**config.mk**
```make
export PLATFORM = sky130hd
export DESIGN_NAME = finance_member_validator_flat
export DESIGN_NICKNAME = d
export VERILOG_FILES = /design/src/rtl/fmv_pkg.sv /design/src/rtl/fmv_in_if.sv /design/src/rtl/fmv_out_if.sv /design/src/rtl/fmv_hdr_eval.sv /design/src/rtl/finance_member_validator.sv /design/src/flat_wrapper.sv
export SDC_FILE = /design/constraint.sdc
export NUM_CORES = 1
export LEC_CHECK = 0
export BUFFER_PORTS_ARGS = -buffer_cell sky130_fd_sc_hd__buf_4
export CAP_MARGIN = 20
export CORE_MARGIN = 2
export CORE_UTILIZATION = 52
export CTS_CLUSTER_SIZE = 28
export DETAILED_ROUTE_END_ITERATION = 7
export GPL_ROUTABILITY_DRIVEN = 0
export PLACE_DENSITY = 0.81
export SYNTH_ARGS = -nofsm -noshare
export SYNTH_HDL_FRONTEND = slang
export SYNTH_SLANG_ARGS = --single-unit
```
**constraint.sdc**
```tcl
create_clock -name clk -period 15.39 [get_ports clk]
set_input_delay 0 -clock clk [delete_from_list [all_inputs] [get_ports clk]]
set_output_delay 0 -clock clk [all_outputs]
set_load 0.02 [all_outputs]
```
**src/rtl/fmv_pkg.sv**
```systemverilog
`default_nettype none

package fmv_pkg;

  localparam int HEADER_BYTES = 16;
  localparam int ENTRY_BYTES  = 11;
  localparam int MAX_FIELDS   = 256;
  localparam int MAX_RECORDS  = 16384;

  localparam int HS_DEPTH = 16;
  localparam int HS_IDX_W = $clog2(HS_DEPTH);
  localparam int POS_W    = $clog2(HEADER_BYTES + 1);
  localparam int EP_W     = $clog2(ENTRY_BYTES);
  localparam int REGION_W = 16 + $clog2(ENTRY_BYTES + 1) + 1;

  localparam int CODE_LEN  = 6;
  localparam int OFF_FIRST = 7;
  localparam int OFF_LAST  = 10;

  localparam logic [7:0] CH_ZERO = 8'h30;
  localparam logic [7:0] CH_NINE = 8'h39;

  typedef enum logic [3:0] {
    ST_OK          = 4'd0,
    ST_SHORT       = 4'd1,
    ST_VERSION     = 4'd2,
    ST_NO_RECORDS  = 4'd3,
    ST_ENTRY_SIZE  = 4'd4,
    ST_RECORD_SIZE = 4'd5,
    ST_FIELDS      = 4'd6,
    ST_RECORDS     = 4'd7,
    ST_INDEX_END   = 4'd8,
    ST_OFFSET      = 4'd9,
    ST_CODE        = 4'd10,
    ST_TRUNCATED   = 4'd11
  } status_t;

  typedef logic [HS_DEPTH-1:0][7:0] hdr_bytes_t;

  typedef struct packed {
    status_t               status;
    logic [15:0]           version;
    logic [31:0]           date;
    logic [15:0]           count;
    logic [31:0]           rec_size;
    logic [29:0]           fields;
    logic [REGION_W-1:0]   region;
  } hdr_eval_t;

endpackage

`default_nettype wire

```
**src/rtl/fmv_in_if.sv**
```systemverilog
`default_nettype none

interface fmv_in_if;
  logic        valid;
  logic        ready;
  logic [7:0]  member_byte;
  logic [31:0] member_length;
  logic        final_byte;

  modport source (output valid, output member_byte, output member_length,
                  output final_byte, input ready);
  modport sink (input valid, input member_byte, input member_length,
                input final_byte, output ready);
endinterface

`default_nettype wire

```
**src/rtl/fmv_out_if.sv**
```systemverilog
`default_nettype none

interface fmv_out_if;
  logic        valid;
  logic        ready;
  logic [3:0]  status;
  logic [15:0] version_seen;
  logic [31:0] report_date_seen;
  logic [15:0] records_declared;
  logic [29:0] fields_per_record;
  logic [31:0] data_region_start;
  logic [15:0] failing_entry;

  modport source (output valid, output status, output version_seen,
                  output report_date_seen, output records_declared,
                  output fields_per_record, output data_region_start,
                  output failing_entry, input ready);
  modport sink (input valid, input status, input version_seen,
                input report_date_seen, input records_declared,
                input fields_per_record, input data_region_start,
                input failing_entry, output ready);
endinterface

`default_nettype wire

```
**src/rtl/fmv_hdr_eval.sv**
```systemverilog
`default_nettype none

module fmv_hdr_eval (
  input  fmv_pkg::hdr_bytes_t hdr,
  input  logic [31:0]         member_length,
  output fmv_pkg::hdr_eval_t  ev
);
  import fmv_pkg::*;

  logic [15:0]         esize;
  logic [REGION_W-1:0] region;

  always_comb begin
    ev.version  = {hdr[1], hdr[0]};
    ev.date     = {hdr[5], hdr[4], hdr[3], hdr[2]};
    ev.count    = {hdr[7], hdr[6]};
    esize       = {hdr[11], hdr[10]};
    ev.rec_size = {hdr[15], hdr[14], hdr[13], hdr[12]};
    ev.fields   = ev.rec_size[31:2];
    region      = REGION_W'(HEADER_BYTES)
                + REGION_W'(ev.count) * REGION_W'(ENTRY_BYTES);
    ev.region   = region;

    // checks in priority order, first failure wins
    if (ev.version != 16'd1) begin
      ev.status = ST_VERSION;
    end else if (ev.count == 16'd0) begin
      ev.status = ST_NO_RECORDS;
    end else if (esize != 16'(ENTRY_BYTES)) begin
      ev.status = ST_ENTRY_SIZE;
    end else if (ev.rec_size == 32'd0 || ev.rec_size[1:0] != 2'd0) begin
      ev.status = ST_RECORD_SIZE;
    end else if (ev.fields > 30'(MAX_FIELDS)) begin
      ev.status = ST_FIELDS;
    end else if (ev.count > 16'(MAX_RECORDS)) begin
      ev.status = ST_RECORDS;
    end else if (32'(region) > member_length) begin
      ev.status = ST_INDEX_END;
    end else begin
      ev.status = ST_OK;
    end
  end

endmodule

`default_nettype wire

```
**src/rtl/finance_member_validator.sv**
```systemverilog
// an accepted byte passes through the input register, then its status is set on the output register
// throughput: one byte per cycle while the output side is ready, with at most one status per member
// the input register and the output register each hold one transaction
// reset (rst_n low, synchronous) empties both registers and re-arms the parser
// header byte storage is not cleared by reset and is refilled by every member that is not short
`default_nettype none

module finance_member_validator (
  input  logic     clk,
  input  logic     rst_n,
  fmv_in_if.sink   in_item,
  fmv_out_if.source out_item
);
  import fmv_pkg::*;

  localparam int HDR_LAST = HEADER_BYTES - 1;

  // input register
  logic        s1_valid_r;
  logic [7:0]  s1_byte_r;
  logic [31:0] s1_len_r;
  logic        s1_fin_r;

  // parser state
  logic [POS_W-1:0]    pos_r, pos_nxt;
  logic [EP_W-1:0]     ep_r, ep_nxt;
  logic [15:0]         en_r, en_nxt;
  logic [23:0]         og_r, og_nxt;
  logic                digits_r, digits_nxt;
  logic [REGION_W-1:0] iend_r, iend_nxt;
  logic                decided_r, decided_nxt;
  hdr_bytes_t          hs_r, hs_nxt;

  // output register
  logic        out_valid_r;
  status_t     o_status_r;
  logic [15:0] o_version_r;
  logic [31:0] o_date_r;
  logic [15:0] o_count_r;
  logic [29:0] o_fields_r;
  logic [31:0] o_region_r;
  logic [15:0] o_fail_r;

  logic        go;
  logic        at_hdr, hdr_last, is_short;
  logic        emit, have_hdr;
  status_t     st;
  logic [15:0] fail_ent;
  logic [31:0] off;
  logic        off_bad, last_entry, not_digit;
  hdr_bytes_t  hdr_view;
  hdr_eval_t   ev;

  assign go           = s1_valid_r && (!out_valid_r || out_item.ready);
  assign in_item.ready = !s1_valid_r || go;

  assign at_hdr   = pos_r < POS_W'(HEADER_BYTES);
  assign hdr_last = pos_r == POS_W'(HDR_LAST);
  assign is_short = (pos_r == '0) && (s1_len_r < 32'(HEADER_BYTES));

  // header as seen once the current byte is stored
  always_comb begin
    hdr_view = hs_r;
    if (HDR_LAST < HS_DEPTH && hdr_last) begin
      hdr_view[HS_IDX_W'(HDR_LAST)] = s1_byte_r;
    end
  end

  fmv_hdr_eval u_hdr_eval (
    .hdr           (hdr_view),
    .member_length (s1_len_r),
    .ev            (ev)
  );

  assign off        = {s1_byte_r, og_r};
  assign off_bad    = (off < 32'(iend_r)) || (off > s1_len_r)
                   || (ev.rec_size > (s1_len_r - off));
  assign last_entry = (17'(en_r) + 17'd1) >= 17'(ev.count);
  assign not_digit  = (s1_byte_r < CH_ZERO) || (s1_byte_r > CH_NINE);

  always_comb begin
    pos_nxt     = pos_r;
    ep_nxt      = ep_r;
    en_nxt      = en_r;
    og_nxt      = og_r;
    digits_nxt  = digits_r;
    iend_nxt    = iend_r;
    decided_nxt = decided_r;
    hs_nxt      = hs_r;
    emit        = 1'b0;
    have_hdr    = 1'b0;
    st          = ST_OK;
    fail_ent    = '0;
    if (go) begin
      if (!decided_r) begin
        if (is_short) begin
          emit = 1'b1;
          st   = ST_SHORT;
        end else if (at_hdr) begin
          if (pos_r < POS_W'(HS_DEPTH)) begin
            hs_nxt[pos_r[HS_IDX_W-1:0]] = s1_byte_r;
          end
          if (hdr_last) begin
            have_hdr = 1'b1;
            if (ev.status != ST_OK) begin
              emit = 1'b1;
              st   = ev.status;
            end else begin
              iend_nxt = ev.region;
            end
          end
        end else begin
          have_hdr = 1'b1;
          if (ep_r < EP_W'(CODE_LEN) && not_digit) begin
            digits_nxt = 1'b0;
          end
          if (ep_r == EP_W'(OFF_FIRST)) begin
            og_nxt[7:0] = s1_byte_r;
          end
          if (ep_r == EP_W'(OFF_FIRST + 1)) begin
            og_nxt[15:8] = s1_byte_r;
          end
          if (ep_r == EP_W'(OFF_FIRST + 2)) begin
            og_nxt[23:16] = s1_byte_r;
          end
          if (ep_r == EP_W'(OFF_LAST)) begin
            if (off_bad) begin
              emit     = 1'b1;
              st       = ST_OFFSET;
              fail_ent = en_r;
            end else if (!digits_r) begin
              emit     = 1'b1;
              st       = ST_CODE;
              fail_ent = en_r;
            end else if (last_entry) begin
              emit = 1'b1;
              st   = ST_OK;
            end
          end
          if (ep_r == EP_W'(ENTRY_BYTES - 1)) begin
            ep_nxt     = '0;
            en_nxt     = en_r + 16'd1;
            og_nxt     = '0;
            digits_nxt = 1'b1;
          end else begin
            ep_nxt = ep_r + EP_W'(1);
          end
        end
        if (!emit && s1_fin_r) begin
          emit = 1'b1;
          st   = ST_TRUNCATED;
        end
        if (emit) begin
          decided_nxt = 1'b1;
        end
        if (at_hdr) begin
          pos_nxt = pos_r + POS_W'(1);
        end
      end
      if (s1_fin_r) begin
        pos_nxt     = '0;
        ep_nxt      = '0;
        en_nxt      = '0;
        og_nxt      = '0;
        digits_nxt  = 1'b1;
        iend_nxt    = '0;
        decided_nxt = 1'b0;
      end
    end
  end

  always_ff @(posedge clk) begin
    if (!rst_n) begin
      s1_valid_r  <= 1'b0;
      out_valid_r <= 1'b0;
      pos_r       <= '0;
      ep_r        <= '0;
      en_r        <= '0;
      og_r        <= '0;
      digits_r    <= 1'b1;
      iend_r      <= '0;
      decided_r   <= 1'b0;
    end else begin
      if (in_item.ready) begin
        s1_valid_r <= in_item.valid;
      end
      if (go) begin
        out_valid_r <= emit;
      end else if (out_item.ready) begin
        out_valid_r <= 1'b0;
      end
      pos_r     <= pos_nxt;
      ep_r      <= ep_nxt;
      en_r      <= en_nxt;
      og_r      <= og_nxt;
      digits_r  <= digits_nxt;
      iend_r    <= iend_nxt;
      decided_r <= decided_nxt;
    end
  end

  always_ff @(posedge clk) begin
    hs_r <= hs_nxt;
    if (in_item.valid && in_item.ready) begin
      s1_byte_r <= in_item.member_byte;
      s1_len_r  <= in_item.member_length;
      s1_fin_r  <= in_item.final_byte;
    end
    if (go && emit) begin
      o_status_r <= st;
      o_fail_r   <= fail_ent;
      if (have_hdr) begin
        o_version_r <= ev.version;
        o_date_r    <= ev.date;
        o_count_r   <= ev.count;
        o_fields_r  <= ev.fields;
        o_region_r  <= 32'(ev.region);
      end else begin
        o_version_r <= '0;
        o_date_r    <= '0;
        o_count_r   <= '0;
        o_fields_r  <= '0;
        o_region_r  <= '0;
      end
    end
  end

  assign out_item.valid             = out_valid_r;
  assign out_item.status            = o_status_r;
  assign out_item.version_seen      = o_version_r;
  assign out_item.report_date_seen  = o_date_r;
  assign out_item.records_declared  = o_count_r;
  assign out_item.fields_per_record = o_fields_r;
  assign out_item.data_region_start = o_region_r;
  assign out_item.failing_entry     = o_fail_r;

  a_fin_rearms: assert property (@(posedge clk) disable iff (!rst_n)
    go && s1_fin_r |=> !decided_r && pos_r == '0 && ep_r == '0 && en_r == '0)
    else $error("final byte did not re-arm the parser");

  a_fail_entry_status: assert property (@(posedge clk) disable iff (!rst_n)
    out_valid_r && o_fail_r != '0 |-> (o_status_r == ST_OFFSET || o_status_r == ST_CODE))
    else $error("failing entry set on a status that is not an entry failure");

  a_short_no_header: assert property (@(posedge clk) disable iff (!rst_n)
    out_valid_r && o_status_r == ST_SHORT
      |-> o_version_r == '0 && o_count_r == '0 && o_region_r == '0)
    else $error("short member reported with header fields");

  a_ok_header_sane: assert property (@(posedge clk) disable iff (!rst_n)
    out_valid_r && o_status_r == ST_OK |-> o_version_r == 16'd1 && o_count_r != '0)
    else $error("ok status with a header that should have failed");

  a_entry_pos_range: assert property (@(posedge clk) disable iff (!rst_n)
    {1'b0, ep_r} < (EP_W + 1)'(ENTRY_BYTES))
    else $error("entry byte position out of range");

endmodule

`default_nettype wire

```
**src/flat_wrapper.sv**
```systemverilog
// flat-port wrapper written by rule: the top's interface ports become plain ports
module finance_member_validator_flat import fmv_pkg::*;
  (clk, rst_n, in_item_valid, in_item_member_byte, in_item_member_length, in_item_final_byte, in_item_ready, out_item_valid, out_item_status, out_item_version_seen, out_item_report_date_seen, out_item_records_declared, out_item_fields_per_record, out_item_data_region_start, out_item_failing_entry, out_item_ready);
  fmv_in_if in_item_i ();
  fmv_out_if out_item_i ();
  input  logic clk;
  input  logic rst_n;
  input wire logic [$bits(in_item_i.valid)-1:0] in_item_valid;
  input wire logic [$bits(in_item_i.member_byte)-1:0] in_item_member_byte;
  input wire logic [$bits(in_item_i.member_length)-1:0] in_item_member_length;
  input wire logic [$bits(in_item_i.final_byte)-1:0] in_item_final_byte;
  output wire logic [$bits(in_item_i.ready)-1:0] in_item_ready;
  output wire logic [$bits(out_item_i.valid)-1:0] out_item_valid;
  output wire logic [$bits(out_item_i.status)-1:0] out_item_status;
  output wire logic [$bits(out_item_i.version_seen)-1:0] out_item_version_seen;
  output wire logic [$bits(out_item_i.report_date_seen)-1:0] out_item_report_date_seen;
  output wire logic [$bits(out_item_i.records_declared)-1:0] out_item_records_declared;
  output wire logic [$bits(out_item_i.fields_per_record)-1:0] out_item_fields_per_record;
  output wire logic [$bits(out_item_i.data_region_start)-1:0] out_item_data_region_start;
  output wire logic [$bits(out_item_i.failing_entry)-1:0] out_item_failing_entry;
  input wire logic [$bits(out_item_i.ready)-1:0] out_item_ready;
  assign in_item_i.valid = in_item_valid;
  assign in_item_i.member_byte = in_item_member_byte;
  assign in_item_i.member_length = in_item_member_length;
  assign in_item_i.final_byte = in_item_final_byte;
  assign in_item_ready = in_item_i.ready;
  assign out_item_valid = out_item_i.valid;
  assign out_item_status = out_item_i.status;
  assign out_item_version_seen = out_item_i.version_seen;
  assign out_item_report_date_seen = out_item_i.report_date_seen;
  assign out_item_records_declared = out_item_i.records_declared;
  assign out_item_fields_per_record = out_item_i.fields_per_record;
  assign out_item_data_region_start = out_item_i.data_region_start;
  assign out_item_failing_entry = out_item_i.failing_entry;
  assign out_item_i.ready = out_item_ready;
  finance_member_validator u_core (.clk(clk), .rst_n(rst_n), .in_item(in_item_i), .out_item(out_item_i));
endmodule
```
==> run metrics <==
status=completed; io pins=193; Yosys top cell by area=edfxtp_1; RSZ-0062 raised after global routing=false; measured slew at the worst slew-check pin=1.025 ns; slew margin rel.=0.3125; Max Cap Viol=0; drt first-iter violations=between 1k and 1.5k; # rows=between 60 and 70; synth warn=0; mapped cell area=0.01864 mm^2; synthesized flop and latch total=361; Clock power frac=0.413; Crit Path Category=flop to flop; Max VDD drop=83.29 uV; placed inst area=0.02050 mm^2; First-pass DRT Iterations=5; final hold vios=0; startpoint type of the worst setup path=flop; Layout Skew=0.01545 ns; top-count cell post-synth=edfxtp_1; die height=193.4 um; DRT Wirelength=roughly 46 mm; peak fanout along the critical path=81; max frequency=0.1297 GHz; final instance area=between 0.02 and 0.025 mm^2; Synth async-reset ratio=0; Initial Utilization=0.5267; pin count of the biggest net entering global routing=82; final period utilization=0.5008; die area=0.03738 mm^2; cell area power density=96.82 mW/mm^2; grt ovf=0; count of different cell masters after synthesis=slightly above 70; Residual DRC=0; core area=between 0.03 and 0.04 mm^2; total number of vias=13.15k; top post-synthesis cells by count=edfxtp_1 (287), ha_1 (179), inv_1 (151); CTS resizes=0; setup TNS=0 ns; placed insts=2,229; Critical-path top delay cell=buf_4; total global-route track usage=0.2444; number of synthesized flops with an enable pin=287; H-Tree Depth=2; top_reg_cell synth=edfxtp_1; share of cells above drive strength 1=0.1509; Worst Hold Class=input port to flop; Num CTS Buffers=37; Max clock buf depth=3; Sink Count=361; vias in the first global route=between 10k and 15k; worst skew pair latency=approximately 0.53 ns; switching power total=between 0.4 and 0.5 mW; Root Buffer=clkbuf_16; WHS=about 0.19 ns; antenna violations before repair=0; max incr delay on CP=roughly 0.84 ns; largest cells by area after synthesis=edfxtp_1 (46%), ha_1 (12%), dfxtp_1 (7.9%); Critical Path Sink Type=flop; routed len/inst=19.46 um; combinational power share=0.085; critical path required time=15.53 ns; area delta synth->final=19.02%; fin crit period=7.708 ns; Slew Limit Fails=0; Reg power frac=0.502; Synth Instances=1,612; Cell Int Power=1.657 mW; Net Sw Frac=0.2289; PnR Total Power=~2.1 mW; P_leak=9.122 nW; Final Net Count=2,094; Setup-failing EPs final=0; Syn Area/Cell=11.57 um^2; crit path DAT=7.85 ns; Synth top area share=0.4623; CTS tree=built; die width=between 150 and 200 um; I/O Buffers=181; Most Frequent Cell on Critical Path=inv_1; first-pass GRT wire length=71.73 mm; Worst-path clk slew=roughly 0.06 ns; Final ANT Viol Nets=0; post-synthesis sequential area ratio=0.5417; vias per inst=5.609; post-CTS setup buffer count=0; non-filler cells, final=2,344; # hold bufs at CTS=47; DPL Wire Length=~33 mm
==> flip-flops by register name (all words and copies together), names as in the netlist, 8 cells and up <==
| signal | count |
|---|---|
| u_core.s1_len_r | 32 |
| u_core.out_item.data_region_start | 21 |
| u_core.s1_byte_r | 8 |
| u_core.out_item.report_date_seen | 32 |
| u_core.en_r | 16 |
| u_core.out_item.version_seen | 16 |
| u_core.out_item.records_declared | 15 |
| u_core.iend_r | 21 |
| u_core.hdr_view | 112 |
| u_core.og_r | 24 |
| u_core.out_item.fields_per_record | 30 |
| u_core.out_item.failing_entry | 16 |
==> placed cells by master, fill, tap and decap left out, types with 15 or more instances in the layout <==
master         synthesis  layout
a21o_1                46      46
a21oi_1               83      82
and2_1               107     106
and3_1                15      15
buf_4                 12     193
clkbuf_16              0      38
dfxtp_1               74      74
dlygate4sd3_1          0      47
edfxtp_1             287     287
fa_1                  15      15
ha_1                 179     179
inv_1                151     151
nand2_1               79      79
nand2b_1              16      16
nand3_1               36      36
nand4_1               25      25
nor2_1               113     112
nor2b_1               35      35
nor3_1                15      15
nor4_1                22      22
o21ai_0               48      48
xnor2_1               28      28
xor2_1                30      30
==> cell families (layout without fill, tap and decap cells) <==
| group | Yosys count | after routing | share of synthesized area |
|---|---|---|---|
| AO/OA/AOI/OAI | 291 | 291 | 0.1044 |
| flip-flops | 361 | 361 | 0.5417 |
| AND/OR/NAND/NOR | 496 | 496 | 0.1406 |
| XOR/XNOR | 58 | 58 | 0.02725 |
| buffers and inverters | 199 | 459 | 0.04315 |
| other | 1 | 12 | 0.0002011 |
| multiplexers | 10 | 10 | 0.005369 |
| adder cells (fa/ha/maj) | 196 | 196 | 0.1373 |
==> final timing paths <==
check	startpoint	end	slack [ns]	cells past startpoint
setup / recovery	u_core.hdr_view[48]	u_core.out_item.fields_per_record[17]	7.68	28
hold / removal	in_item_member_length[31]	u_core.s1_len_r[31]	0.19	2
hold reg to reg	u_core.iend_r[7]	u_core.iend_r[7]	0.46	2
setup reg to reg	u_core.hdr_view[48]	u_core.out_item.fields_per_record[17]	7.68	28
==> worst max-delay path: cells and delay by family, from the launching register on <==
family,cells,cell delay (ns)
AO/OA/AOI/OAI,11,2.29
AND/OR/NAND/NOR,4,0.46
adder cells (fa/ha/maj),5,1.97
flip-flops,1,0.44
XOR/XNOR,1,0.31
buffers and inverters,7,1.74
==> power by group through the flow <==
stage | sequential, mW | clock (mW) | combinational (mW)
after floorplan | 1.11 | 0 | 0.0986
after global placement | 1.10 | 0 | 0.163
after detailed placement | 1.10 | 0 | 0.169
after CTS | 1.08 | 0.900 | 0.179
after global routing | 1.08 | 0.941 | 0.199
final | 1.08 | 0.887 | 0.182
==> routing by layer <==
| metal | vias to the layer above | routed length (um) | track usage |
|---|---|---|---|
| met3 | 101 | 3450 | 0.03888 |
| met2 | 551 | 21710 | 0.4066 |
| met5 | - | 0 | 0 |
| li1 | 6262 | - | - |
| met4 | 0 | 1416 | 0.08482 |
| met1 | 6234 | 19040 | 0.3267 |
==> through the flow <==
stage / utilization / setup WS [ns]
floorplan: - / 3.506
global placement: 0.5791 / 8.121
detailed placement: 0.5791 / 7.837
CTS: 0.6263 / 7.745
global route: 0.6268 / 7.202
finish: 0.6269 / 7.682
==> cell type report <==
class,count,area [um^2]
Tap cell,461,576.8
Multi-Input combinational cell,1062,7801
Clock inverter,22,206.4
Sequential cell,361,10100
Fill cell,2663,13210
Timing Repair Buffer,241,1939
Inverter,152,570.5
Clock buffer,44,993.5
Antenna cell,1,2.502
Note: power is estimated with default switching activity, not from simulation.
